File: config.mk
export PLATFORM = sky130hd
export DESIGN_NAME = srde_ram
export DESIGN_NICKNAME = d
export VERILOG_FILES = /design/src/hdl/simple_risc_decode_execute_assert.svh /design/src/hdl/srde_ram.sv
export SDC_FILE = /design/constraint.sdc
export NUM_CORES = 1
export LEC_CHECK = 0
export ABC_AREA = 1
export BUFFER_PORTS_ARGS = -buffer_cell sky130_fd_sc_hd__buf_4
export CORE_AREA = 2 2 498 253
export DETAILED_ROUTE_END_ITERATION = 8
export DIE_AREA = 0 0 500 255
export GPL_ROUTABILITY_DRIVEN = 0
export SYNTH_ARGS = -nofsm -noshare
export SYNTH_HDL_FRONTEND = slang
export SYNTH_SLANG_ARGS = --single-unit
File: constraint.sdc
create_clock -name i_clk -period 6.5 [get_ports i_clk]
set_input_delay 0.325 -clock i_clk [delete_from_list [all_inputs] [get_ports i_clk]]
set_output_delay 0.325 -clock i_clk [all_outputs]
set_load 0.05 [all_outputs]
File: src/hdl/simple_risc_decode_execute_assert.svh
// Assertion macros for the decode/execute block
`ifndef SIMPLE_RISC_DECODE_EXECUTE_ASSERT_SVH
`define SIMPLE_RISC_DECODE_EXECUTE_ASSERT_SVH

// same-cycle implication
`define SRDE_ASSERT_IMP(lbl, clk, rstn, ante, cons) \
    lbl: assert property (@(posedge clk) disable iff (!rstn) (ante) |-> (cons)) \
        else $error("srde assertion failed");

// next-cycle implication
`define SRDE_ASSERT_NXT(lbl, clk, rstn, ante, cons) \
    lbl: assert property (@(posedge clk) disable iff (!rstn) (ante) |=> (cons)) \
        else $error("srde assertion failed");

`endif

File: src/hdl/srde_ram.sv
// Generic single-write, single-read RAM with registered read data
module srde_ram #(
    parameter int WIDTH = 32,
    parameter int DEPTH = 32
) (
    input  logic                     i_clk,
    input  logic                     i_we,
    input  logic [$clog2(DEPTH)-1:0] i_waddr,
    input  logic [WIDTH-1:0]         i_wdata,
    input  logic                     i_re,
    input  logic [$clog2(DEPTH)-1:0] i_raddr,
    output logic [WIDTH-1:0]         o_rdata
);
    logic [WIDTH-1:0] r_mem [DEPTH];
    logic [WIDTH-1:0] r_rdata;

    always_ff @(posedge i_clk) begin
        if (i_we) begin
            r_mem[i_waddr] <= i_wdata;
        end
        if (i_re) begin
            r_rdata <= r_mem[i_raddr];
        end
    end

    assign o_rdata = r_rdata;
endmodule

== Word-level counts from Yosys, hierarchy flattened ==
Memories as Yosys holds them, arrays and structs flattened. A register that Yosys moved wholly into a read port is not among the register bits.
Cells that the tools add are included.

* Register bits after elaboration: 0
* Bits in latches: 0
* Bits in writable memories: 1024
* Bits in read-only memories: 0
* Bits of input ports: 45
* Output and inout port bits: 32
* Word-level logic and storage cells: 3
* Memories kept: 1

{| class="wikitable"
|+ Memories
! name !! depth !! bits a word !! rd ports !! clocked after Yosys merged registers in !! write ports !! RTL line !! RTL
|-
| r_mem || 32 || 32 || 1 || 1 || 1 || srde_ram.sv:14 || <nowiki>logic [WIDTH-1:0] r_mem [DEPTH];</nowiki>
|}

* Add/sub/neg operators: 0
* Multiply operators: 0
* Divide/modulo/power cells: 0
* Order comparisons: 0
* Equality and inequality tests: 0
* Shift-type cells: 0
* Multiplexer cells: 2
* Bitwise gates (word level): 0
* Reduce and logical (&&, ||, !) cells: 0

{| class="wikitable"
|+ Operator list
! kind !! count
|-
| 1-bit two-way mux || 2
|}

== Depth between registers and ports, before layout ==
Gate-level depths: netlist of run 1.

* Word-level depth: 2
* Mapped depth: 12
* Depth with buffers taken out: 9

== Worst setup path before layout of run 1 ==
Ideal clock, no wire load.

* Path type: input port to flip-flop
* Start point: in i_waddr[0]
* End point: mem r_mem[0][0] (enable)
* Library setup time: 0.421 ns
* Arrival: 1.980 ns
* Required time: 6.079 ns
* Path slack: 4.099 ns
* Cell stages on the path: 3
* Buffers on the path: 0
* Path through: inv_1 nand3_1 nor2_1

{| class="wikitable"
|+ RTL lines
! what !! RTL line !! RTL
|-
| from (decl) || srde_ram.sv:8 || <nowiki>input logic [$clog2(DEPTH)-1:0] i_waddr,</nowiki>
|-
| to (decl) || srde_ram.sv:14 ||
|}

No word-level cell before the write port.

==> impl_metrics.toml, run 1 <==
[status]
status = "completed"

[timing]
hold_viol_final = 0
post-route-period-util_pct = 40.3
worstMarginPinSlew_ps = 1240
finalSetupViolCount = 0
skew_ps = 19.7
slew_violations = 0
holdWs_ps = 62.6
rsz0062_at_grt = "false"
relSlewSlack_pct = 16.9
finalWorstSetupSlack_ps = 3880
fmax_mhz = 382
final.setup.tns_ps = 0
fin_crit_ps = 2620

[yosys]
yosysUniqueCellTypes = 13
synth_top_area_share_pct = 74.2
synth_most_common_cell = "nand2_1"
synth-async-reset-ratio_pct = 0
synth_top_area_cell = "edfxtp_1"
synth_edf_count = 1056
synth_area_per_cell_um2 = 12.1
ys_seq_area_share_pct = 74.2
synth_area_leaders = "edfxtp_1 74%, nand2_1 13%, nand3_1 9.1%, buf_6 1.7%, buf_2 0.97%"
ys_warn_count = 0
syn_nets = 3581
synth_common_cells = "1,440 x nand2_1, 1,056 x edfxtp_1, 780 x nand3_1, 83 x buf_2, 66 x buf_6"
ys.flop_type = "edfxtp_1"
postSynthCellCount = 3536
synth_area_um2 = 42700
synth_seq_cells = 1056

[clock_tree]
hold_buffers = 0
ctsHtreeMaxLevel = 3
clock_sinks = 1056
clockBufferDepth = 3
cts.clk_slew.worst_paths_ps = 70
worstSkewPairLatency_ps = 670
cts_tree = "yes"
postCtsSetupRepairBufs = 0
cts-resized-gates = 0
cts_root_buf = "clkbuf_16"
cts_buffers = 84

[critical_path]
cp-end-kind = "register"
endpoint = "o_rdata[0]$_DFFE_PP_"
cpPeakStageDelay_ps = 800
cpLargestDelayFamily = "buffers and inverters"
startpoint_type = "input pin"
cp.required_ps = 6910
reg2reg_slack_ps = 5040
crit_fanout = 78
path_cells = "buf_8 > buf_4 > buf_4 > nand3_1 > nand3_1 > nand2_1 > nand2_1 > nand2_1 > nand2_1 > nand2_1"
arrival_ps = 3030
critPathSlowestCell = "buf_4"
path_buf_inv = 3
crit_type = "input pin to register"
critPathLaunch = "i_raddr[1]"
r2r-end = "o_rdata[22]$_DFFE_PP_"
reg2regPathDepth = 8
path_depth = 10
worst_path_most_repeated_cell = "nand2_1"
r2r_start = "r_mem[12][22]$_DFFE_PP_"

[final_layout]
final_layout_size_suffix_gt1_share_pct = 7.64
final_cell_count_no_fill = 5248
synthToLayoutAreaGrowth_pct = 10.3
nNetsFinal = 3578
final_core_util_pct = 38.0
n_fill_cell = 11800
fin_area_um2 = 47100

[placed_design]
dp_hpwl_um = 58900
placed_area_um2 = 44500
portBuffers = 76
post-place-ws_ps = 3220
place_inst = 5092

[drt]
wire_per_inst_um = 23.4
drtAntennaViolNets = 0
first_pass_iters = 6
drtIter0Drc = 3967
via_per_inst = 5.21
drcViolationCount = 0
vias = 27300
totalWireLength_um = 123000

[global_route]
grt_overflow = 0
grt_pass1_wl_um = 178000
grt_max_degree = 189
grt.total_usage_pct = 19.0
grt_pass1_vias = 25300
antenna_found_initial = 4

[die]
die_h_um = 255
die_w_um = 500
io_pins = 77
start_util_pct = 34.5
die_area_um2 = 128000
rows = 92
core_um2 = 124000

[power]
power_density_nw_per_um2 = 289
power_leakage_nw = 16.8
ir_drop_uv = 175
power_mw = 13.6

[run]
maxCapViolations = 0

[worst_hold_path]
hold_path.class = "input pin to register"
-- cell usage in the layout (no fill, tap or decap), types with 3 or more instances in the layout --
cell and n:
nand3_1 780, edfxtp_1 1056, inv_1 5, clkinv_2 11
diode_2 3, clkbuf_16 86, buf_4 124, inv_6 5
clkbuf_1 21, clkinv_1 23, bufinv_16 5, nand2_1 1440
nor2_4 32
-- metal layers --
metal | vias up | global-route usage [%] | wire (µm)
met1 | 13400 | 29.0 | 57000
met4 | 2 | 4.11 | 2090
li1 | 12300 | - | -
met5 | - | 0 | 7
met3 | 152 | 4.81 | 12800
met2 | 1393 | 27.0 | 51100
-- final cells by class --
type,count,area (µm²),area share [%]
flip-flops and latches,1056,31700,67.3
clock buffers,107,2230,4.73
multi-input cells,2252,9670,20.5
repair buffers,129,1010,2.15
diodes,3,7.51,0.0159
inverters,10,67.6,0.143
clock inverters,46,363,0.770
well taps,1645,2060,4.37
-- sequential cells by signal (all words and copies together), names as in the netlist --
| signal | flops |
|---|---|
| o_rdata | 32 |
| r_mem | 1024 |
-- worst min-delay path by stage --
stage                startpoint                       to  slack, ps  depth (start not counted)
detailed placement  i_wdata[31]   r_mem[6][31]$_DFFE_PP_        750                          1
global route        i_wdata[12]   r_mem[6][12]$_DFFE_PP_         50                          1
CTS                 i_wdata[19]  r_mem[24][19]$_DFFE_PP_         30                          1
floorplan            i_wdata[0]    r_mem[0][0]$_DFFE_PP_        420                          0
global placement    i_wdata[12]   r_mem[7][12]$_DFFE_PP_        740                          1
finish              i_wdata[19]  r_mem[25][19]$_DFFE_PP_         60                          1
-- cell families (layout without fill, tap and decap cells) --
family / count (synthesis) / after routing / share of synthesized area [%]
simple gates: 2252 / 2252 / 22.1
other cells: 0 / 3 / 0
flops: 1056 / 1056 / 74.2
buf+inv: 228 / 292 / 3.71
-- report_power, final --
part	total (mW)	leakage [nW]	switching [mW]	internal, mW
sequential	7.62	9.55	0.0342	7.59
clock	5.09	1.26	2.44	2.64
combinational	0.915	5.96	0.695	0.220
Power figures use the tool's default switching activity.
==> run 2: changes to the inputs <==
Clock period 6.5 ns to 2.7 ns, I/O delays scaled along.
==> impl_metrics.toml, run 2 (synthesized netlist as in run 1, its figures left out) <==
[timing]
rsz0062_at_grt = "false"
finalSetupViolCount = 0
hold_viol_final = 0
fmax_mhz = 640
slew_violations = 0
final.setup.tns_ps = 0
worstMarginPinSlew_ps = 847
post-route-period-util_pct = 57.8
skew_ps = 13.2
fin_crit_ps = 1560
relSlewSlack_pct = 43.5

[drt]
wl_met3_um = 13200
wire_per_inst_um = 22.9
drcViolationCount = 0
first_pass_iters = 6
wl_met2_um = 48800
vias = 27600
via_per_inst = 5.21
m1WireLength_um = 57700
totalWireLength_um = 122000
drtAntennaViolNets = 0
drtIter0Drc = 4217
highest_layer = "met4"

[critical_path]
crit_type = "register to output port"
cpPeakStageDelay_ps = 520
arrival_ps = 1430
path_cells = "buf_4"
critPathSlowestCell = "edfxtp_1"
r2r-end = "o_rdata[18]$_DFFE_PP_"
cp-end-kind = "output port"
cpLargestDelayFamily = "flip-flops"
reg2reg_slack_ps = 1320
reg2regPathDepth = 8
path_buf_inv = 1
r2r_start = "r_mem[13][18]$_DFFE_PP_"
cp.required_ps = 2570
startpoint_type = "register"
crit_fanout = 1

[power]
p_sw_mw = 7.65
power_density_nw_per_um2 = 690
power_switching_share_pct = 22.9
clkPwrFrac_pct = 38.1
p_int_mw = 25.7
ir_drop_uv = 445
power_leakage_nw = 17.3
combPwrFrac_pct = 7.0
seq_power_share_pct = 54.9
power_mw = 33.4

[global_route]
antenna_found_initial = 1
grt.total_usage_pct = 18.9
grt_pass1_vias = 25800
grt_max_degree = 150
grt_pass1_wl_um = 178000
grt_overflow = 0

[clock_tree]
cts_buffers = 84
worstSkewPairLatency_ps = 660
ctsHtreeMaxLevel = 3
cts.clk_slew.worst_paths_ps = 70
cts-resized-gates = 0
clockBufferDepth = 3
cts_tree = "yes"
clock_sinks = 1056
cts_root_buf = "clkbuf_16"

[final_layout]
synthToLayoutAreaGrowth_pct = 13.2
nNetsFinal = 3653
most-common-layout-cells = "1,440 x nand2_1, 1,056 x edfxtp_1, 780 x nand3_1"
largest_reg_flops = 1024
final_layout_size_suffix_gt1_share_pct = 8.74
largest-register = "r_mem"
final_common_cell = "nand2_1"
n_fill_cell = 11600

[worst_hold_path]
hold_path.class = "input pin to register"
min_to = "o_rdata[4]$_DFFE_PP_"
worstHoldStart = "i_re"
worst_hold_path.num_cells = 1

[placed_design]
dp_hpwl_um = 63900
portBuffers = 76

[status]
status = "completed"

[die]
io_pins = 77
rows = 92
die_area_um2 = 128000
die_w_um = 500
start_util_pct = 34.5
die_h_um = 255
core_um2 = 124000

[run]
maxCapViolations = 0
==> run 2: cell types whose count changed in the layout (fill, tap and decap cells not counted), sizes merged, moves of 3 or more <==
cell and change:
dlygate4sd3 +32, bufinv +4, inv -4, buf +43, clkinv -10, clkbuf -3
==> run 2: metal layers <==
| layer | vias to the layer above | GRT usage [%] |
|---|---|---|
| li1 | 12500 | - |
| met5 | - | 0 |
| met4 | 0 | 3.61 |
| met3 | 141 | 3.98 |
| met2 | 1405 | 25.9 |
| met1 | 13600 | 30.3 |
==> run 2: cell type report <==
cell class / count / area [µm²] / share of cell area (%)
antenna: 2 / 5.00 / 0.0103
clock buffer: 104 / 2280 / 4.72
clock inverter: 37 / 412 / 0.851
inverter: 10 / 67.6 / 0.140
multi-input combinational: 2252 / 9670 / 20.0
sequential: 1056 / 31700 / 65.6
tap: 1645 / 2060 / 4.25
timing repair buffer: 204 / 2170 / 4.48
==> run 2: worst max-delay path by stage <==
stage                           from               endpoint  depth (start not counted)
3_5_place_dp              i_waddr[2]  r_mem[9][4]$_DFFE_PP_                          5
3_3_place_gp              i_waddr[2]  r_mem[9][5]$_DFFE_PP_                          5
6_report       o_rdata[24]$_DFFE_PP_            o_rdata[24]                          1
4_1_cts        o_rdata[28]$_DFFE_PP_            o_rdata[28]                          1
2_1_floorplan             i_waddr[0]  r_mem[0][0]$_DFFE_PP_                          3
5_1_grt        o_rdata[24]$_DFFE_PP_            o_rdata[24]                          1
==> run 2: timing repair <==
| action | 4_1_cts | 5_1_grt |
|---|---|---|
| buffers inserted | 0 | 0 |
| endpoints found under the hold margin | 1024 | 0 |
| hold buffers | 32 | 0 |
==> run 2: per-stage QoR <==
stage | worst slack (ps) | area, µm² | util [%] | std cells | hold slack (ps)
floorplan | 489 | 42700 | - | 3536 | 234
global placement | 623 | 45400 | 36.6 | 5135 | 552
detailed placement | 588 | 45400 | 36.6 | 5135 | 555
CTS | 1110 | 48400 | 39.0 | 5308 | 53.8
global route | 1080 | 48400 | 39.0 | 5310 | 62.1
finish | 1140 | 48400 | 39.0 | 5310 | 76.5
==> run 2: power groups by stage <==
| stage | registers (mW) | logic, mW | clock network (mW) |
|---|---|---|---|
| after CTS | 18.3 | 2.33 | 12.9 |
| after detailed placement | 18.7 | 2.28 | 0 |
| after global routing | 18.4 | 2.56 | 13.5 |
| final | 18.3 | 2.34 | 12.7 |
| after global placement | 18.7 | 2.26 | 0 |
| after floorplan | 18.8 | 1.25 | 0 |
