[src/hdl/simple_risc_decode_execute_assert.svh]
// Assertion macros for the decode/execute block
`ifndef SIMPLE_RISC_DECODE_EXECUTE_ASSERT_SVH
`define SIMPLE_RISC_DECODE_EXECUTE_ASSERT_SVH

// same-cycle implication
`define SRDE_ASSERT_IMP(lbl, clk, rstn, ante, cons) \
    lbl: assert property (@(posedge clk) disable iff (!rstn) (ante) |-> (cons)) \
        else $error("srde assertion failed");

// next-cycle implication
`define SRDE_ASSERT_NXT(lbl, clk, rstn, ante, cons) \
    lbl: assert property (@(posedge clk) disable iff (!rstn) (ante) |=> (cons)) \
        else $error("srde assertion failed");

`endif

[src/hdl/srde_pkg.sv]
// Package: opcodes, status codes, types and defaults for the decode/execute block
package srde_pkg;

    localparam int REG_COUNT_DEF   = 32;
    localparam int INSTR_BYTES_DEF = 4;
    localparam logic [31:0] RAM_BYTES_RST = 32'd65536;

    localparam logic [5:0] OP_ADD   = 6'h00;
    localparam logic [5:0] OP_ADDI  = 6'h01;
    localparam logic [5:0] OP_AND   = 6'h02;
    localparam logic [5:0] OP_ANDI  = 6'h03;
    localparam logic [5:0] OP_BEQ   = 6'h04;
    localparam logic [5:0] OP_BEQI  = 6'h05;
    localparam logic [5:0] OP_BGE   = 6'h06;
    localparam logic [5:0] OP_BGEI  = 6'h07;
    localparam logic [5:0] OP_BGT   = 6'h08;
    localparam logic [5:0] OP_BGTI  = 6'h09;
    localparam logic [5:0] OP_BLE   = 6'h0A;
    localparam logic [5:0] OP_BLEI  = 6'h0B;
    localparam logic [5:0] OP_BLT   = 6'h0C;
    localparam logic [5:0] OP_BLTI  = 6'h0D;
    localparam logic [5:0] OP_BNE   = 6'h0E;
    localparam logic [5:0] OP_BNEI  = 6'h0F;
    localparam logic [5:0] OP_BRA   = 6'h10;
    localparam logic [5:0] OP_BRAI  = 6'h11;
    localparam logic [5:0] OP_CMP   = 6'h12;
    localparam logic [5:0] OP_IDIV  = 6'h13;
    localparam logic [5:0] OP_LD    = 6'h14;
    localparam logic [5:0] OP_LDI   = 6'h15;
    localparam logic [5:0] OP_MUL   = 6'h16;
    localparam logic [5:0] OP_MULI  = 6'h17;
    localparam logic [5:0] OP_OR    = 6'h19;
    localparam logic [5:0] OP_ORI   = 6'h1A;
    localparam logic [5:0] OP_RET   = 6'h1B;
    localparam logic [5:0] OP_SUB   = 6'h1C;
    localparam logic [5:0] OP_SUBI  = 6'h1D;
    localparam logic [5:0] OP_ST    = 6'h1E;
    localparam logic [5:0] OP_STI   = 6'h1F;
    localparam logic [5:0] OP_XOR   = 6'h20;
    localparam logic [5:0] OP_XORI  = 6'h21;
    localparam logic [5:0] OP_LAST  = OP_XORI;

    localparam logic [1:0] ST_RUN = 2'd0;
    localparam logic [1:0] ST_RET = 2'd1;
    localparam logic [1:0] ST_BAD = 2'd2;

    typedef struct packed {
        logic [31:0] res;
        logic [31:0] npc;
        logic        wb;
        logic        br;
        logic        mem;
        logic        mw;
        logic        div;
        logic [1:0]  halt;
    } t_exec;

    typedef struct packed {
        logic [31:0] fetch_addr;
        logic        branch_taken;
        logic        mem_valid;
        logic        mem_write;
        logic        mem_external;
        logic [31:0] mem_addr;
        logic [31:0] mem_wdata;
        logic        wb_valid;
        logic [4:0]  wb_reg;
        logic [31:0] wb_value;
        logic [1:0]  status;
    } t_result;

endpackage

[src/hdl/srde_alu.sv]
// Decode and combinational execute: ALU, compare, multiply, branch target, memory address
module srde_alu
    import srde_pkg::*;
#(
    parameter int INSTR_BYTES = INSTR_BYTES_DEF
) (
    input  logic [5:0]  i_op,
    input  logic [15:0] i_imm,
    input  logic [31:0] i_va,
    input  logic [31:0] i_vb,
    input  logic [31:0] i_pc,
    output t_exec       o_ex
);
    logic [31:0] imm32;
    logic        cond;

    assign imm32 = {16'd0, i_imm};

    always_comb begin
        o_ex      = '0;
        o_ex.npc  = i_pc + 32'(INSTR_BYTES);
        cond      = 1'b0;
        if (i_op > OP_LAST) begin
            o_ex.npc  = i_pc;
            o_ex.halt = ST_BAD;
        end else if (i_op == OP_RET) begin
            o_ex.npc  = i_pc;
            o_ex.halt = ST_RET;
        end else begin
            unique case (i_op)
                OP_ADD:  begin o_ex.res = i_va + i_vb;  o_ex.wb = 1'b1; end
                OP_ADDI: begin o_ex.res = i_va + imm32; o_ex.wb = 1'b1; end
                OP_AND:  begin o_ex.res = i_va & i_vb;  o_ex.wb = 1'b1; end
                OP_ANDI: begin o_ex.res = i_va & imm32; o_ex.wb = 1'b1; end
                OP_BEQ, OP_BEQI: cond = (i_va == 32'd0);
                OP_BGE, OP_BGEI: cond = !i_va[31];
                OP_BGT, OP_BGTI: cond = !i_va[31] && (i_va != 32'd0);
                OP_BLE, OP_BLEI: cond = i_va[31] || (i_va == 32'd0);
                OP_BLT, OP_BLTI: cond = i_va[31];
                OP_BNE, OP_BNEI: cond = (i_va != 32'd0);
                OP_BRA:  begin o_ex.npc = i_vb;  o_ex.br = 1'b1; end
                OP_BRAI: begin o_ex.npc = imm32; o_ex.br = 1'b1; end
                OP_CMP: begin
                    o_ex.wb = 1'b1;
                    if ($signed(i_va) > $signed(i_vb)) begin
                        o_ex.res = 32'd1;
                    end else if ($signed(i_vb) > $signed(i_va)) begin
                        o_ex.res = '1;
                    end
                end
                OP_IDIV: begin o_ex.wb = 1'b1; o_ex.div = (i_va != 32'd0); end
                OP_LD:   begin o_ex.res = i_va + i_vb;  o_ex.mem = 1'b1; end
                OP_LDI:  begin o_ex.res = i_va + imm32; o_ex.mem = 1'b1; end
                OP_MUL:  begin o_ex.res = i_va * i_vb;  o_ex.wb = 1'b1; end
                OP_MULI: begin o_ex.res = i_va * imm32; o_ex.wb = 1'b1; end
                OP_OR:   begin o_ex.res = i_va | i_vb;  o_ex.wb = 1'b1; end
                OP_ORI:  begin o_ex.res = i_va | imm32; o_ex.wb = 1'b1; end
                OP_SUB:  begin o_ex.res = i_va - i_vb;  o_ex.wb = 1'b1; end
                OP_SUBI: begin o_ex.res = i_va - imm32; o_ex.wb = 1'b1; end
                OP_ST: begin
                    o_ex.res = i_va + i_vb; o_ex.mem = 1'b1; o_ex.mw = 1'b1;
                end
                OP_STI: begin
                    o_ex.res = i_va + imm32; o_ex.mem = 1'b1; o_ex.mw = 1'b1;
                end
                OP_XOR:  begin o_ex.res = i_va ^ i_vb;  o_ex.wb = 1'b1; end
                OP_XORI: begin o_ex.res = i_va ^ imm32; o_ex.wb = 1'b1; end
                default: ;
            endcase
            if (cond) begin
                o_ex.npc = i_pc + (i_op[0] ? imm32 : i_vb);
                o_ex.br  = 1'b1;
            end
        end
    end
endmodule

[config.mk]
export PLATFORM = sky130hd
export DESIGN_NAME = srde_alu
export DESIGN_NICKNAME = d
export VERILOG_FILES = /design/src/hdl/simple_risc_decode_execute_assert.svh /design/src/hdl/srde_pkg.sv /design/src/hdl/srde_alu.sv
export SDC_FILE = /design/constraint.sdc
export NUM_CORES = 2
export LEC_CHECK = 0
export ABC_AREA = 1
export BUFFER_PORTS_ARGS = -buffer_cell sky130_fd_sc_hd__buf_2
export CAP_MARGIN = 20
export CORE_MARGIN = 5
export CORE_UTILIZATION = 25
export DETAILED_ROUTE_END_ITERATION = 8
export PLACE_DENSITY = 0.39
export SETUP_SLACK_MARGIN = 0.15
export SLEW_MARGIN = 20
export SYNTH_ARGS = -nofsm -noshare
export SYNTH_HDL_FRONTEND = slang
export SYNTH_SLANG_ARGS = --single-unit
[constraint.sdc]
create_clock -name vclk -period 8.8
set_clock_uncertainty 0.15 [all_clocks]
set_input_delay 0.44 -clock vclk [all_inputs]
set_output_delay 0.44 -clock vclk [all_outputs]
set_load 0.05 [all_outputs]
Word level (Yosys, flattened, before mapping)
Cells that the tools add are included.

operators by class
  add/subtract/negate cells = 6
  $mul = 2
  divide/modulo/power cells = 0
  order comparisons = 3
  equality and inequality tests = 32
  shifts and indexed selects = 0
  mux-type cells = 23
  bitwise logic cells = 6
  reduce and logical (&&, ||, !) cells = 18

operators by type and width
  operator                                       number
  case mux 32 bit (13 select lines)              1
  two-way mux 32 bit                             8
  == test 6 x 5 -> 1 bit, second input constant  15
  adder 32 bit                                   2
  > comparator 32 bit                            2
  case mux 32 bit (2 select lines)               1
  == test 6 x 4 -> 1 bit, second input constant  8
  adder 32 x 16 -> 32 bit                        1
  adder 32 x 3 -> 32 bit, second input constant  1
  bitwise AND 32 x 16 -> 32 bit                  1
  bitwise AND 32 bit                             1
  zero test 32 bit                               1
  multiplier 32 x 16 -> 32 bit                   1
  multiplier 32 x 32 -> 32 bit                   1
  bitwise OR 32 x 16 -> 32 bit                   1
  bitwise OR 32 bit                              1
  nonzero test 32 bit                            1
  subtractor 32 x 16 -> 32 bit                   1
  subtractor 32 bit                              1
  bitwise XOR 32 x 16 -> 32 bit                  1
  bitwise XOR 32 bit                             1
  == test 6 x 3 -> 1 bit, second input constant  4
  OR reduction 2 bit                             8
  OR reduction 14 bit                            1
  14 further kinds                               26

word-level totals
  register bits after elaboration = 0
  latch bits = 0
  RAM bits = 0
  bits in read-only memories = 0
  bits of input ports = 118
  output and inout bits = 71
  logic and storage cells = 90
  memories kept = 0

Longest topological paths before layout
  word-level depth = 8
  mapped depth = 32
  gate-level depth less buffers = 31

Worst setup path after synthesis
No wires, ideal clock.

  path kind = input -> output
  start = input i_vb[5]
  end = output o_ex[56] (netlist name)
  arrival = 6.848 ns
  required time = 8.210 ns
  setup slack = 1.362 ns
  stages = 22
  buffers on the path = 2
  path through = clkbuf_1 > clkbuf_1 > nand2_1 > fa_1 > inv_1 > fa_1 > fa_1 > inv_1 > fa_1 > inv_1 > ha_1 > ha_1 > fa_1 > fa_1 > ha_1 > a21o_1 > a31oi_1 > nand3_1 > nand2_1 > nand2_1 > xnor2_1 > o21ai_0

RTL lines
  element      RTL line        source
  from (decl)  srde_alu.sv:10  input logic [31:0] i_vb,
  to (decl)    srde_alu.sv:12  output t_exec o_ex

==> flow_summary_export.csv <==
group,metric,value,unit
outcome,outcome,"finished, final reports clean",
grt,overflow,0,
floorplan,dieArea,174000,sq um
finish,clock_buffers,0,
finish,final_net_count,7566,
sta,post-route-period-util,97.1,%
grt,grt_use_total,23.8,%
placed_design,portBuffers,189,
drt,dr.pass1.iters,7,
drt,wl_per_cell,24.7,um
worst_setup_path,crit_arrival,7.96,ns
floorplan,coreArea,165000,sq um
synth,avgSynthCellArea,6.67,sq um
finish,area_growth,10.2,%
synth,syn_nets,7456,
worst_setup_path,start_kind,"input pin",
sta,fin_crit,8.55,ns
drt,via_per_inst,4.79,
worst_setup_path,crit_type,"input pin to output pin",
sta,fmax,0.117,GHz
synth,syn_inst,6210,
floorplan,start_util,25.1,%
placed_design,routabilityCongestion,0.996,
drt,drcViolationCount,0,
grt,grt_pass1_vias,42000,
floorplan,num_io_pins,189,
finish,seq_cells,0,
sta,fin_tns_setup,0,ns
sta,rsz0062_at_grt,"true",
worst_hold_path,min_path_type,"input pin to output pin",
synth,ys_seq_area_share,0,%
floorplan,die_w,417,um
synth,ys_warn_count,0,
grt,grt_max_degree,34,
floorplan,fp-row-count,149,
sta,finalMaxSlewViolations,0,
drt,wirelength,211,mm
worst_setup_path,end_kind,"output pin",
worst_setup_path,critPathRequiredTime,8.21,ns
worst_setup_path,critPathMaxFanout,14,
clocking,post_cts_buffers,0,
clocking,ctsHoldBuffers,0,
run,drv_cap,0,
sta,hold_viol_final,0,
sta,worst_pin_slew,1.12,ns
synth,synth_cell_types,56,
placed_design,dp.final_hpwl,178,mm
finish,multi_input_area,34400,sq um
drt,drtIter0Drc,3472,
sta,setup_viol,0,
drt,ant_nets,0,
grt,grt_pass1_wl,304,mm
drt,vias,40800,
finish,seq_area,0,sq um
grt,antenna_found_initial,31,
floorplan,die_y,417,um
finish,fillers,18800,
sta,relSlewSlack,24.9,%
synth,synth_area,41400,sq um
finish,layout-drive-gt1-share,7.23,%
final cells by class:
type | instances | share of cell area (%)
diodes | 20 | 0.110
well taps | 2189 | 6.00
multi-input cells | 4360 | 75.4
inverters | 1585 | 13.0
repair buffers | 373 | 5.46
metrics by stage:
step	area, sq um	util, %	cells	hold WS [ns]	worst slack (ns)
final	45600	27.7	8527	1.17	0.255
after global routing	45600	27.7	8507	1.21	0.0670
after CTS	45500	27.6	8507	1.18	0.170
after detailed placement	45500	27.6	8507	1.18	0.128
after global placement	45500	27.6	8506	1.18	0.0940
after floorplan	41400	-	6210	0.978	1.36
logic make-up (layout without fill, tap and decap cells):
group,Yosys count,in the layout,synth area share (%)
AOI/OAI and AO/OA,718,718,9.87
and+or+nand+nor,2420,2420,24.1
other,0,20,0
adders and majority gates,1128,1128,47.0
xor gates and xnor gates,94,94,1.99
buffers and inverters,1850,1958,17.0
routing by layer:
| metal | share of wire (%) | wire length [um] | global-route usage, % | vias up |
|---|---|---|---|---|
| li1 | - | - | - | 18800 |
| met5 | 0.035 | 73 | 0 | - |
| met1 | 46 | 96200 | 33.3 | 20400 |
| met4 | 4.0 | 8530 | 7.42 | 10 |
| met3 | 6.1 | 12900 | 3.26 | 218 |
| met2 | 44 | 93200 | 38.1 | 1337 |
Yosys cell counts (6+ instances only):
cell type,count,share of area [%]
nand2_1,1672,15
inv_1,1560,14
fa_1,715,35
ha_1,413,12
a21oi_1,285,3.4
nor2_1,271,2.5
nand3_1,248,3.0
o21ai_0,206,2.5
clkbuf_1,175,1.6
nand4_1,76,1.1
xor2_1,65,1.4
buf_1,52,0.47
nor3_1,50,0.60
o21ai_1,40,0.48
o22ai_1,33,0.50
xnor2_1,29,0.61
buf_2,28,0.34
or2_2,26,0.39
inv_2,24,0.22
a221oi_1,23,0.49
a21o_1,20,0.36
o21bai_1,20,0.36
nor4_1,18,0.27
nand3b_1,17,0.31
o221ai_1,15,0.32
o21a_1,14,0.25
a31oi_1,12,0.18
a22oi_1,10,0.18
nor2_2,9,0.14
a211oi_1,8,0.15
o2111ai_1,8,0.17
o211ai_1,8,0.15
or2_1,8,0.12
nor3_2,6,0.15
repair_timing:
| action | in CTS | in global routing |
|---|---|---|
| pin swaps | 0 | 1 |
| endpoints found under the setup margin | 1 | 7 |
| resized for setup | 2 | 15 |
critical path: stages:
cell	delay, ns
buf_2	0.45
buf_4	0.29
nand2_1	0.09
fa_1	0.54
fa_1	0.54
fa_1	0.58
fa_1	0.45
fa_1	0.55
inv_1	0.06
fa_1	0.45
fa_1	0.57
fa_1	0.49
ha_1	0.42
nand2_1	0.14
nor2_1	0.16
nand4_1	0.14
or2_2	0.32
nand3_1	0.14
a21oi_1	0.08
o21ai_1	0.21
nand2_1	0.23
nor2_1	0.13
nand3b_1	0.16
buf_2	0.26
cell usage in the layout, fill, tap and decap left out, types with 8 or more instances in the layout:
| cell | count |
|---|---|
| or2_1 | 8 |
| clkbuf_4 | 8 |
| nand2_1 | 1672 |
| fa_1 | 715 |
| buf_2 | 181 |
| o21a_1 | 14 |
| a31oi_1 | 12 |
| diode_2 | 20 |
| o211ai_1 | 8 |
| nor2_2 | 9 |
| a22oi_1 | 10 |
| a211oi_1 | 8 |
| o21bai_1 | 20 |
| o21ai_1 | 43 |
| nand3_1 | 248 |
| a221oi_1 | 23 |
| buf_12 | 11 |
| buf_4 | 172 |
| a21oi_1 | 285 |
| or2_2 | 26 |
| nor2_1 | 271 |
| o22ai_1 | 33 |
| o21ai_0 | 202 |
| nand4_1 | 76 |
| nor3_1 | 48 |
| a21o_1 | 20 |
| inv_1 | 1560 |
| inv_2 | 24 |
| o221ai_1 | 15 |
| xor2_1 | 65 |
| ha_1 | 410 |
| nor4_1 | 18 |
| o2111ai_1 | 8 |
| xnor2_1 | 29 |
| nor3_2 | 8 |
| nand3b_1 | 17 |
path summary, 6_finish.rpt:
check	start	endpoint	slack [ns]	cells after the start
max	i_va[16]	o_ex[67]	0.25	24
min	i_op[5]	o_ex[1]	1.17	4
Power is left out: the tool's default activity adds up to more than one toggle a clock period on the data nets, which glitch-free logic cannot reach.
