`src/hdl/simple_risc_decode_execute_assert.svh`:
```
// Assertion macros for the decode/execute block
`ifndef SIMPLE_RISC_DECODE_EXECUTE_ASSERT_SVH
`define SIMPLE_RISC_DECODE_EXECUTE_ASSERT_SVH

// same-cycle implication
`define SRDE_ASSERT_IMP(lbl, clk, rstn, ante, cons) \
    lbl: assert property (@(posedge clk) disable iff (!rstn) (ante) |-> (cons)) \
        else $error("srde assertion failed");

// next-cycle implication
`define SRDE_ASSERT_NXT(lbl, clk, rstn, ante, cons) \
    lbl: assert property (@(posedge clk) disable iff (!rstn) (ante) |=> (cons)) \
        else $error("srde assertion failed");

`endif

```
`src/hdl/srde_pkg.sv`:
```
// Package: opcodes, status codes, types and defaults for the decode/execute block
package srde_pkg;

    localparam int REG_COUNT_DEF   = 32;
    localparam int INSTR_BYTES_DEF = 4;
    localparam logic [31:0] RAM_BYTES_RST = 32'd65536;

    localparam logic [5:0] OP_ADD   = 6'h00;
    localparam logic [5:0] OP_ADDI  = 6'h01;
    localparam logic [5:0] OP_AND   = 6'h02;
    localparam logic [5:0] OP_ANDI  = 6'h03;
    localparam logic [5:0] OP_BEQ   = 6'h04;
    localparam logic [5:0] OP_BEQI  = 6'h05;
    localparam logic [5:0] OP_BGE   = 6'h06;
    localparam logic [5:0] OP_BGEI  = 6'h07;
    localparam logic [5:0] OP_BGT   = 6'h08;
    localparam logic [5:0] OP_BGTI  = 6'h09;
    localparam logic [5:0] OP_BLE   = 6'h0A;
    localparam logic [5:0] OP_BLEI  = 6'h0B;
    localparam logic [5:0] OP_BLT   = 6'h0C;
    localparam logic [5:0] OP_BLTI  = 6'h0D;
    localparam logic [5:0] OP_BNE   = 6'h0E;
    localparam logic [5:0] OP_BNEI  = 6'h0F;
    localparam logic [5:0] OP_BRA   = 6'h10;
    localparam logic [5:0] OP_BRAI  = 6'h11;
    localparam logic [5:0] OP_CMP   = 6'h12;
    localparam logic [5:0] OP_IDIV  = 6'h13;
    localparam logic [5:0] OP_LD    = 6'h14;
    localparam logic [5:0] OP_LDI   = 6'h15;
    localparam logic [5:0] OP_MUL   = 6'h16;
    localparam logic [5:0] OP_MULI  = 6'h17;
    localparam logic [5:0] OP_OR    = 6'h19;
    localparam logic [5:0] OP_ORI   = 6'h1A;
    localparam logic [5:0] OP_RET   = 6'h1B;
    localparam logic [5:0] OP_SUB   = 6'h1C;
    localparam logic [5:0] OP_SUBI  = 6'h1D;
    localparam logic [5:0] OP_ST    = 6'h1E;
    localparam logic [5:0] OP_STI   = 6'h1F;
    localparam logic [5:0] OP_XOR   = 6'h20;
    localparam logic [5:0] OP_XORI  = 6'h21;
    localparam logic [5:0] OP_LAST  = OP_XORI;

    localparam logic [1:0] ST_RUN = 2'd0;
    localparam logic [1:0] ST_RET = 2'd1;
    localparam logic [1:0] ST_BAD = 2'd2;

    typedef struct packed {
        logic [31:0] res;
        logic [31:0] npc;
        logic        wb;
        logic        br;
        logic        mem;
        logic        mw;
        logic        div;
        logic [1:0]  halt;
    } t_exec;

    typedef struct packed {
        logic [31:0] fetch_addr;
        logic        branch_taken;
        logic        mem_valid;
        logic        mem_write;
        logic        mem_external;
        logic [31:0] mem_addr;
        logic [31:0] mem_wdata;
        logic        wb_valid;
        logic [4:0]  wb_reg;
        logic [31:0] wb_value;
        logic [1:0]  status;
    } t_result;

endpackage

```
`src/hdl/srde_div.sv`:
```
// Iterative signed divider, one quotient bit per cycle, zero on a zero divisor
module srde_div
    import srde_pkg::*;
(
    input  logic        i_clk,
    input  logic        i_rst_n,
    input  logic        i_start,
    input  logic [31:0] i_num,
    input  logic [31:0] i_den,
    output logic        o_busy,
    output logic        o_done,
    output logic [31:0] o_quot
);
    logic        r_busy, n_busy;
    logic        r_done, n_done;
    logic [5:0]  r_cnt, n_cnt;
    logic [32:0] r_rem, n_rem;
    logic [31:0] r_quo, n_quo;
    logic [31:0] r_den, n_den;
    logic        r_neg, n_neg;
    logic [32:0] rem_sh;
    logic [32:0] diff;

    always_comb begin
        n_busy = r_busy;
        n_done = 1'b0;
        n_cnt  = r_cnt;
        n_rem  = r_rem;
        n_quo  = r_quo;
        n_den  = r_den;
        n_neg  = r_neg;
        rem_sh = {r_rem[31:0], r_quo[31]};
        diff   = rem_sh - {1'b0, r_den};
        if (i_start) begin
            n_busy = 1'b1;
            n_cnt  = 6'd32;
            n_rem  = '0;
            n_quo  = i_num[31] ? (32'd0 - i_num) : i_num;
            n_den  = i_den[31] ? (32'd0 - i_den) : i_den;
            n_neg  = i_num[31] ^ i_den[31];
        end else if (r_busy) begin
            if (!diff[32]) begin
                n_rem = diff;
                n_quo = {r_quo[30:0], 1'b1};
            end else begin
                n_rem = rem_sh;
                n_quo = {r_quo[30:0], 1'b0};
            end
            n_cnt = r_cnt - 6'd1;
            if (r_cnt == 6'd1) begin
                n_busy = 1'b0;
                n_done = 1'b1;
            end
        end
    end

    always_ff @(posedge i_clk) begin
        if (!i_rst_n) begin
            r_busy <= 1'b0;
            r_done <= 1'b0;
            r_cnt  <= '0;
        end else begin
            r_busy <= n_busy;
            r_done <= n_done;
            r_cnt  <= n_cnt;
        end
        r_rem <= n_rem;
        r_quo <= n_quo;
        r_den <= n_den;
        r_neg <= n_neg;
    end

    assign o_busy = r_busy;
    assign o_done = r_done;
    assign o_quot = (r_den == 32'd0) ? 32'd0 : (r_neg ? (32'd0 - r_quo) : r_quo);
endmodule

```
`config.mk`:
```
export PLATFORM = sky130hd
export DESIGN_NAME = srde_div
export DESIGN_NICKNAME = d
export VERILOG_FILES = /design/src/hdl/simple_risc_decode_execute_assert.svh /design/src/hdl/srde_pkg.sv /design/src/hdl/srde_div.sv
export SDC_FILE = /design/constraint.sdc
export NUM_CORES = 1
export LEC_CHECK = 0
export BUFFER_PORTS_ARGS = -buffer_cell sky130_fd_sc_hd__buf_2
export CORE_ASPECT_RATIO = 0.5
export CORE_MARGIN = 1.5
export CORE_UTILIZATION = 40
export DETAILED_ROUTE_END_ITERATION = 7
export GPL_ROUTABILITY_DRIVEN = 0
export PLACE_DENSITY = 0.69
export SETUP_SLACK_MARGIN = 0.5
export SYNTH_ARGS = -nofsm -noshare
export SYNTH_HDL_FRONTEND = slang
export SYNTH_SLANG_ARGS = --single-unit
```
`constraint.sdc`:
```
create_clock -name i_clk -period 3.6 [get_ports i_clk]
set_clock_uncertainty 0.05 [all_clocks]
set_input_delay 0.72 -clock i_clk [delete_from_list [all_inputs] [get_ports i_clk]]
set_output_delay 0.72 -clock i_clk [all_outputs]
set_load 0.05 [all_outputs]
```
Yosys cells after proc, flatten, opt, wreduce, memory -nomap -nowiden
Cells that the tools add are included.

Output and inout bits: 34. Flip-flop bits (word level): 105.

Equality and inequality tests: 1. Mux-type cells: 14. Bitwise operators: 3. Add/sub/neg operators: 5. Reductions and logical operators: 4.

Operator list (number): 32-bit 2-to-1 mux (6); 1-bit by 32-bit subtractor with 32-bit output (first input constant) (3); 33-bit by 32-bit subtractor with 33-bit output (1); 32-bit zero test (1); 31-bit 2-to-1 mux (1); 6-bit 2-to-1 mux (2); 6-bit by 1-bit equality test with 1-bit output (second input constant) (1); 6-bit by 1-bit subtractor with 6-bit output (second input constant) (1); 1-bit 2-to-1 mux (5); 3-bit OR reduction (1); 1-bit NOT (2); 2-bit nonzero test (1); 2-bit OR reduction (1); 1-bit bitwise XOR (1).

Depth between registers and ports, before layout
Gate-level depths: netlist of the first run.

Depth in word-level cells: 4. Mapped depth: 14.

Least setup slack after synthesis of the first run
Ideal clock, no wire load.

Kind: register to output. Start: reg r_quo[0]. End: out o_quot[28]. Cell stages (with the launch flop): 12. Required time: 2830 ps. Path buffers: 0. Setup slack: -649 ps. Data arrival time: 3479 ps. Cells stage by stage: edfxtp_1 -> inv_1 -> ha_1 -> nand2b_1 -> or4_1 -> or2_1 -> or3_1 -> or3_1 -> or3_1 -> o31ai_1 -> xor2_1 -> nor2_1.

Word-level cells in the longest chain between the ends: 3.

RTL lines: from (decl) (line srde_div.sv:18) `logic [31:0] r_quo, n_quo;`; from (signal assigned) (line srde_div.sv:68) `r_quo <= n_quo;`; 1-bit by 32-bit subtractor with 32-bit output (line srde_div.sv:75) `assign o_quot = (r_den == 32'd0) ? 32'd0 : (r_neg ? (32'd0 - r_quo) : r_quo);`; 32-bit 2-to-1 mux (2 in series) (line srde_div.sv:75); to (decl) (line srde_div.sv:12) `output logic [31:0] o_quot`.

No other way between the ends.

Worst setup path after layout of the first run
Start: reg r_quo[9]. End: out o_quot[31].

Same word-level chain as after synthesis.

==> out/metrics.yaml, run 1 <==
cp.required_ps: 2830
overflow: 0
ctsHoldBuffers: 0
p_per_area_nw_per_um2: 410
routedWlPerCell_um: 17.1
critPathArrivalTime_ps: 3590
p_leak_nw: 4.41
grt_first_pass_wirelength_mm: 36.1
async_flop_share_pct: 0
via_per_inst: 5.56
syn_nets: 1039
relSlewSlack_pct: 38.7
synth_seq_cells: 105
synthCells: 934
regArea_um2: 2750
fp.dieW_um: 203
worst_slew_pin_slew_ps: 919
synth_ff_type: "edfxtp_1"
finalHoldViolCount: 0
path_class: "flop to output port"
dieArea_um2: 20800
fin_crit_ps: 4360
instances_no_fill: 1370
synthToLayoutAreaGrowth_pct: 40.1
drv_cap: 0
io_buffer_count: 100
start_util_pct: 40.8
fin_crit_sh_pct: 121
slowest_delay_ps: 450
clock-sinks: 105
pwr-share-clk_pct: 22.1
layout_commonest_cell: "nor2_1"
ys_seq_area_share_pct: 34.6
p_int_mw: 2.75
critPathCaptureType: "output port"
numCtsBuffers: 9
finalNetCount: 1203
synth_edf_count: 65
drv_slew: 0
rsz0062_at_grt: "true"
combPwrFrac_pct: 44.1
crit_buf_inv: 2
critPathSlowestCell: "or4_4"
totalPowerFinal_mw: 4.57
io_pins: 101
drt_wl_total_mm: 23.4
grt_start_max_net_pins: 81
antenna_left: 0
finish.utilization_pct: 57.2
yosys_warnings: 0
ir_drop_uv: 229
crit_family: "simple AND/OR/NAND/NOR gates"
status: "finished, violations left"
grt_pass1_vias: 7248
placedCellCount: 1306
drt_pass1_iterations: 5
switching_share_pct: 39.9
root_buffer: "clkbuf_16"
finalWorstSetupSlack_ps: -760
final_cell_mix: "101 x nor2_1, 72 x buf_2, 65 x a21oi_1, 65 x edfxtp_1"
min_path_type: "flop to flop"
crit_top_cell: "or3_4"
clockBufferDepth: 2
drive_gt1_share_pct: 33.5
drc: 0
nFillCells: 1627
p_seq_share_pct: 33.9
syn_avg_cell_area_um2: 8.53
worstPathMaxFanout: 3
synth.distinct_cells: 62
vias: 7612
final_area_um2: 11200
post_dp_cell_area_um2: 9280
multiInputGateArea_um2: 5890
cts_tree: "built"
num_rows: 36
clkLatencyLatePin_ps: 370
crit_path_start_kind: "flop"
clock.fmax_ghz: 0.229
clk_transition_reported_paths_ps: 80
track_usage_pct: 21.8
p_sw_mw: 1.83
setup_viol: 16
die_h_um: 103
path_cells: "or3_4 -> or4_4 -> or3_4 -> or3_4 -> or3_4 -> buf_6 -> o31ai_4 -> xnor2_2 -> nor2_4 -> buf_6"
syn-cell-area_um2: 7960
ctsHtreeMaxLevel: 3
hpwlAfterDp_mm: 15.4
coreArea_um2: 19500
antenna_found_initial: 1
failed_checks: "setup timing"
drt-initial-drc-count: 540
==> metrics by stage <==
stage	hold slack (ps)	setup WS, ps	setup TNS (ps)
after floorplan	405	-258	-834
after global placement	423	-377	-2990
after detailed placement	442	-482	-3990
after CTS	452	-789	-8150
after global routing	477	-849	-10380
final	451	-760	-9130
==> final timing paths <==
kind                 start    endpoint  slack [ps]  cells past startpoint
hold / removal    r_cnt[0]    r_cnt[0]         450                      2
setup reg to reg  r_den[0]   r_rem[13]         380                     14
setup / recovery  r_quo[9]  o_quot[31]        -760                     10
hold reg to reg   r_cnt[0]    r_cnt[0]         450                      2
==> cells in the mapped netlist, drive strengths merged, types with 2 or more instances <==
cell type,n,area share (%)
or3,13,1.1
o31ai,26,2.6
mux2i,20,2.5
nand3b,2,0.19
a311o,2,0.25
dfxtp,40,10
nor2,122,5.8
nor2b,7,0.55
a211o,2,0.22
o21a,4,0.38
a21oi,69,4.3
o21ai,59,3.7
and3,5,0.39
nand2b,10,0.79
xor2,69,7.6
nand4,11,0.86
nand3,14,0.88
o21bai,4,0.38
nor4,15,1.3
a211oi,18,1.7
a21boi,3,0.28
or2,8,0.63
and4,2,0.22
nand2,74,3.5
xnor2,51,5.6
ha,37,5.8
edfxtp,65,25
o311ai,3,0.33
or4,17,1.9
a31oi,3,0.24
o41ai,11,1.2
nor3,14,0.88
a21o,11,1.0
inv,49,2.3
buf,4,0.27
clkbuf,39,2.1
a311oi,11,1.2
o211ai,6,0.57
==> repair_timing <==
item / CTS / global route
resized for setup: 144 / 108
cloned: 4 / 1
hold endpoints to repair: 0 / 0
buffers inserted: 31 / 11
pin swaps: 71 / 71
endpoints found under the setup margin: 70 / 81
==> cells by family after synthesis <==
kind of cell | synth area share, %
AO/OA/AOI/OAI | 19.5
XOR/XNOR | 13.2
adder cells (fa/ha/maj) | 6.07
buffers and inverters | 4.67
flip-flops | 34.6
multiplexers | 2.51
AND/OR/NAND/NOR | 19.4
==> power groups by stage <==
stage	logic (mW)	clock network (mW)	registers, mW
CTS	1.84	1.03	1.54
detailed placement	1.58	0	1.55
finish	2.02	1.01	1.55
global route	2.16	1.07	1.56
floorplan	1.18	0	1.53
global placement	1.56	0	1.55
==> per-layer routing <==
metal	up-vias	routed length, um	GRT usage, %
met2	247	11200	37.8
met1	3628	10600	28.4
met4	0	322	5.93
li1	3707	-	-
met3	30	1280	3.76
met5	-	0	0
==> sequential cells by signal (all words and copies together), names as in the netlist <==
| signal | flops |
|---|---|
| r_den | 32 |
| r_quo | 32 |
| r_rem | 32 |
| r_cnt | 6 |
| o_busy | 1 |
| o_done | 1 |
| r_neg | 1 |
==> worst reg2reg max path, cell delays in order, from the launching register on <==
cell	delay, ps
edfxtp_1	470
ha_2	230
fa_2	360
nand2b_4	160
a21o_1	180
a21oi_2	190
o21ai_2	110
a21o_1	220
buf_6	140
a21oi_4	170
o211a_4	200
buf_12	130
buf_12	140
mux2i_4	250
a211oi_2	80
==> cell type report <==
class | instances | area share (%)
Timing Repair Buffer | 196 | 15.2
Clock inverter | 6 | 0.583
Antenna cell | 1 | 0.0224
Multi-Input combinational cell | 737 | 52.8
Tap cell | 266 | 2.98
Sequential cell | 105 | 24.7
Inverter | 49 | 1.65
Clock buffer | 10 | 2.05
Note: power is estimated with default switching activity, not from simulation.
==> run 2: changes to the inputs <==
--- a/config.mk
+++ b/config.mk
@@ -8,10 +8,10 @@
 export BUFFER_PORTS_ARGS = -buffer_cell sky130_fd_sc_hd__buf_2
 export CORE_ASPECT_RATIO = 0.5
 export CORE_MARGIN = 1.5
-export CORE_UTILIZATION = 40
+export CORE_UTILIZATION = 35
 export DETAILED_ROUTE_END_ITERATION = 7
 export GPL_ROUTABILITY_DRIVEN = 0
-export PLACE_DENSITY = 0.69
+export PLACE_DENSITY = 0.63
 export SETUP_SLACK_MARGIN = 0.5
 export SYNTH_ARGS = -nofsm -noshare
 export SYNTH_HDL_FRONTEND = slang
==> run 2 against run 1 <==
Effect of this change: the flow still finishes with violations (setup timing); power shrank 1.4%; routed wire length fell by 2.1%; die area grew 14%; non-clock buffer count decreased by 9; count of clock-buffer cells in the layout unchanged; hold slack worse by 12 ps; critical path type unchanged.
==> out/metrics.yaml, run 2 (same netlist as run 1, synthesis figures left out) <==
setup_viol: 16  # unchanged
crit_buf_inv: 2  # unchanged
worst_slew_pin_slew_ps: 862  # -56.7 ps
path_depth: 12  # +2
drc: 0  # unchanged
drive_gt1_share_pct: 32.7  # -0.82 points
p_leak_nw: 4.31  # -2.2%
critPathArrivalTime_ps: 3530  # -60 ps
finalHoldViolCount: 0  # unchanged
critPathSlowestCell: "or3_4"
cp-startpoint: "r_quo[1]"
ctsHtreeMaxLevel: 3  # unchanged
clock.fmax_ghz: 0.232  # +1.4%
io_pins: 101  # unchanged
drv_slew: 0  # unchanged
antenna_found_initial: 0  # -1
fin_crit_ps: 4300  # -58.1 ps
num_rows: 38  # +5.6%
status: "finished, violations left"
failed_checks: "setup timing"
final_cell_mix: "100 x nor2_1, 73 x buf_2, 65 x a21oi_1, 65 x edfxtp_1, 61 x buf_4"
clock-sinks: 105  # unchanged
antenna_left: 0  # unchanged
routedWlPerCell_um: 16.5  # -3.8%
drt_wl_total_mm: 22.9  # -2.1%
grt_first_pass_wirelength_mm: 36.7  # +1.5%
synthToLayoutAreaGrowth_pct: 38.1
path_cells: "inv_2 -> ha_4 -> nand2b_4 -> or4_4 -> or2_1 -> or3_4 -> or3_4 -> or3_4 -> o31ai_4 -> xor2_2 -> nor2_4 -> buf_8"
root_buffer: "clkbuf_16"
crit_path_start_kind: "flop"
coreArea_um2: 22000  # +13%
fp.dieW_um: 216  # +6.8%
fin_crit_sh_pct: 119  # -1.6 points
reg_top3: "r_den (32), r_quo (32), r_rem (32)"
die_h_um: 110  # +6.7%
clk_transition_reported_paths_ps: 80  # about the same
finish.utilization_pct: 50.0  # -7.1 points
clkLatencyLatePin_ps: 370  # about the same
start_util_pct: 36.2  # -4.6 points
antennaDiodeCount: 0  # -1
rsz0062_at_grt: "true"
worstReg2RegStart: "r_den[0]"
grt_pass1_vias: 7155  # -1.3%
place_ws_ps: -431  # +51.2 ps
hpwlAfterDp_mm: 16.1  # +4.4%
vias: 7499  # -1.5%
track_usage_pct: 19.3  # -2.5 points
grt_start_max_net_pins: 80  # -1.2%
overflow: 0  # unchanged
cts_tree: "built"
crit_top_cell: "or3_4"
timing.rr.end: "r_rem[13]"
clockBufferDepth: 2  # unchanged
endpoint: "o_quot[28]"
layout_commonest_cell: "nor2_1"
p_per_area_nw_per_um2: 410  # about the same
tns_ps: -6660  # +2470 ps
r2r_cells: 13  # -1
r2r_slack_ps: 400  # +20 ps
critPathCaptureType: "output port"
crit_family: "simple AND/OR/NAND/NOR gates"
slowest_delay_ps: 430  # -20 ps
drv_cap: 0  # unchanged
drt-initial-drc-count: 456  # -16%
io_buffer_count: 100  # unchanged
path_class: "flop to output port"
numCtsBuffers: 9  # unchanged
finalNetCount: 1194  # -0.75%
finalWorstSetupSlack_ps: -702  # +58.1 ps
ir_drop_uv: 225  # -1.7%
cp.required_ps: 2830  # about the same
drt_pass1_iterations: 5  # unchanged
relSlewSlack_pct: 42.5  # +3.8 points
dieArea_um2: 23700  # +14%
worstPathMaxFanout: 3  # unchanged
min_path_type: "flop to flop"
via_per_inst: 5.38  # -3.2%
## run 2: changes by cell type in the layout (fill, tap and decap cells not counted), moves of 2 or more
cell     change
o21ai_1      +3
xor2_4       +2
mux2i_1      +2
buf_4        +7
nor2_2       +2
buf_6       -15
o21ai_0      -2
## run 2: worst min-delay path by stage
stage,from,end,slack (ps),cells past startpoint
after floorplan,r_rem[7],r_rem[7],410,2
after global placement,r_cnt[0],r_cnt[0],420,2
after detailed placement,r_cnt[0],r_cnt[0],430,2
after CTS,r_cnt[0],r_cnt[0],440,2
after global routing,r_cnt[0],r_cnt[0],460,2
final,r_cnt[0],r_cnt[0],440,2
## run 2: layout make-up
type	instances	area, um^2
Inverter	49	184
Clock buffer	10	229
Timing Repair Buffer	187	1540
Fill cell	2003	11000
Tap cell	300	375
Clock inverter	6	50.0
Sequential cell	105	2750
Multi-Input combinational cell	737	5860
## run 2: stage by stage
step / instances / instance area [um^2] / hold slack (ps) / power [mW]
final: 1394 / 11000 / 440 / 4.51
after global routing: 1394 / 11000 / 461 / 4.76
after CTS: 1386 / 10600 / 443 / 4.39
after detailed placement: 1346 / 9380 / 431 / 3.14
after global placement: 1346 / 9380 / 423 / 3.12
after floorplan: 934 / 8220 / 405 / 2.71
## run 2: power breakdown
| part | switching (mW) | internal [mW] |
|---|---|---|
| registers | 0.130 | 1.42 |
| clock network | 0.496 | 0.481 |
| logic | 1.17 | 0.809 |
| total | 1.80 | 2.71 |
## run 2: tightest hold or removal path: stages, from the launching register on
cell	delay, ps
dfxtp_1	330
nand2_1	60
a21oi_1	60
## run 2: repair_timing
action | 4_1_cts | 5_1_grt
pin swaps | 55 | 51
hold buffers | 0 | 0
cloned | 4 | 0
setup buffers | 20 | 8
gates resized for setup | 152 | 75
endpoints found under the setup margin | 75 | 76
## run 2: metal layers
metal / vias up / wire length (um) / track usage, %
met1: 3584 / 10600 / 25.5
met3: 33 / 1060 / 3.07
met5: - / 0 / 0
met2: 195 / 10800 / 32.9
met4: 0 / 444 / 5.61
li1: 3687 / - / -
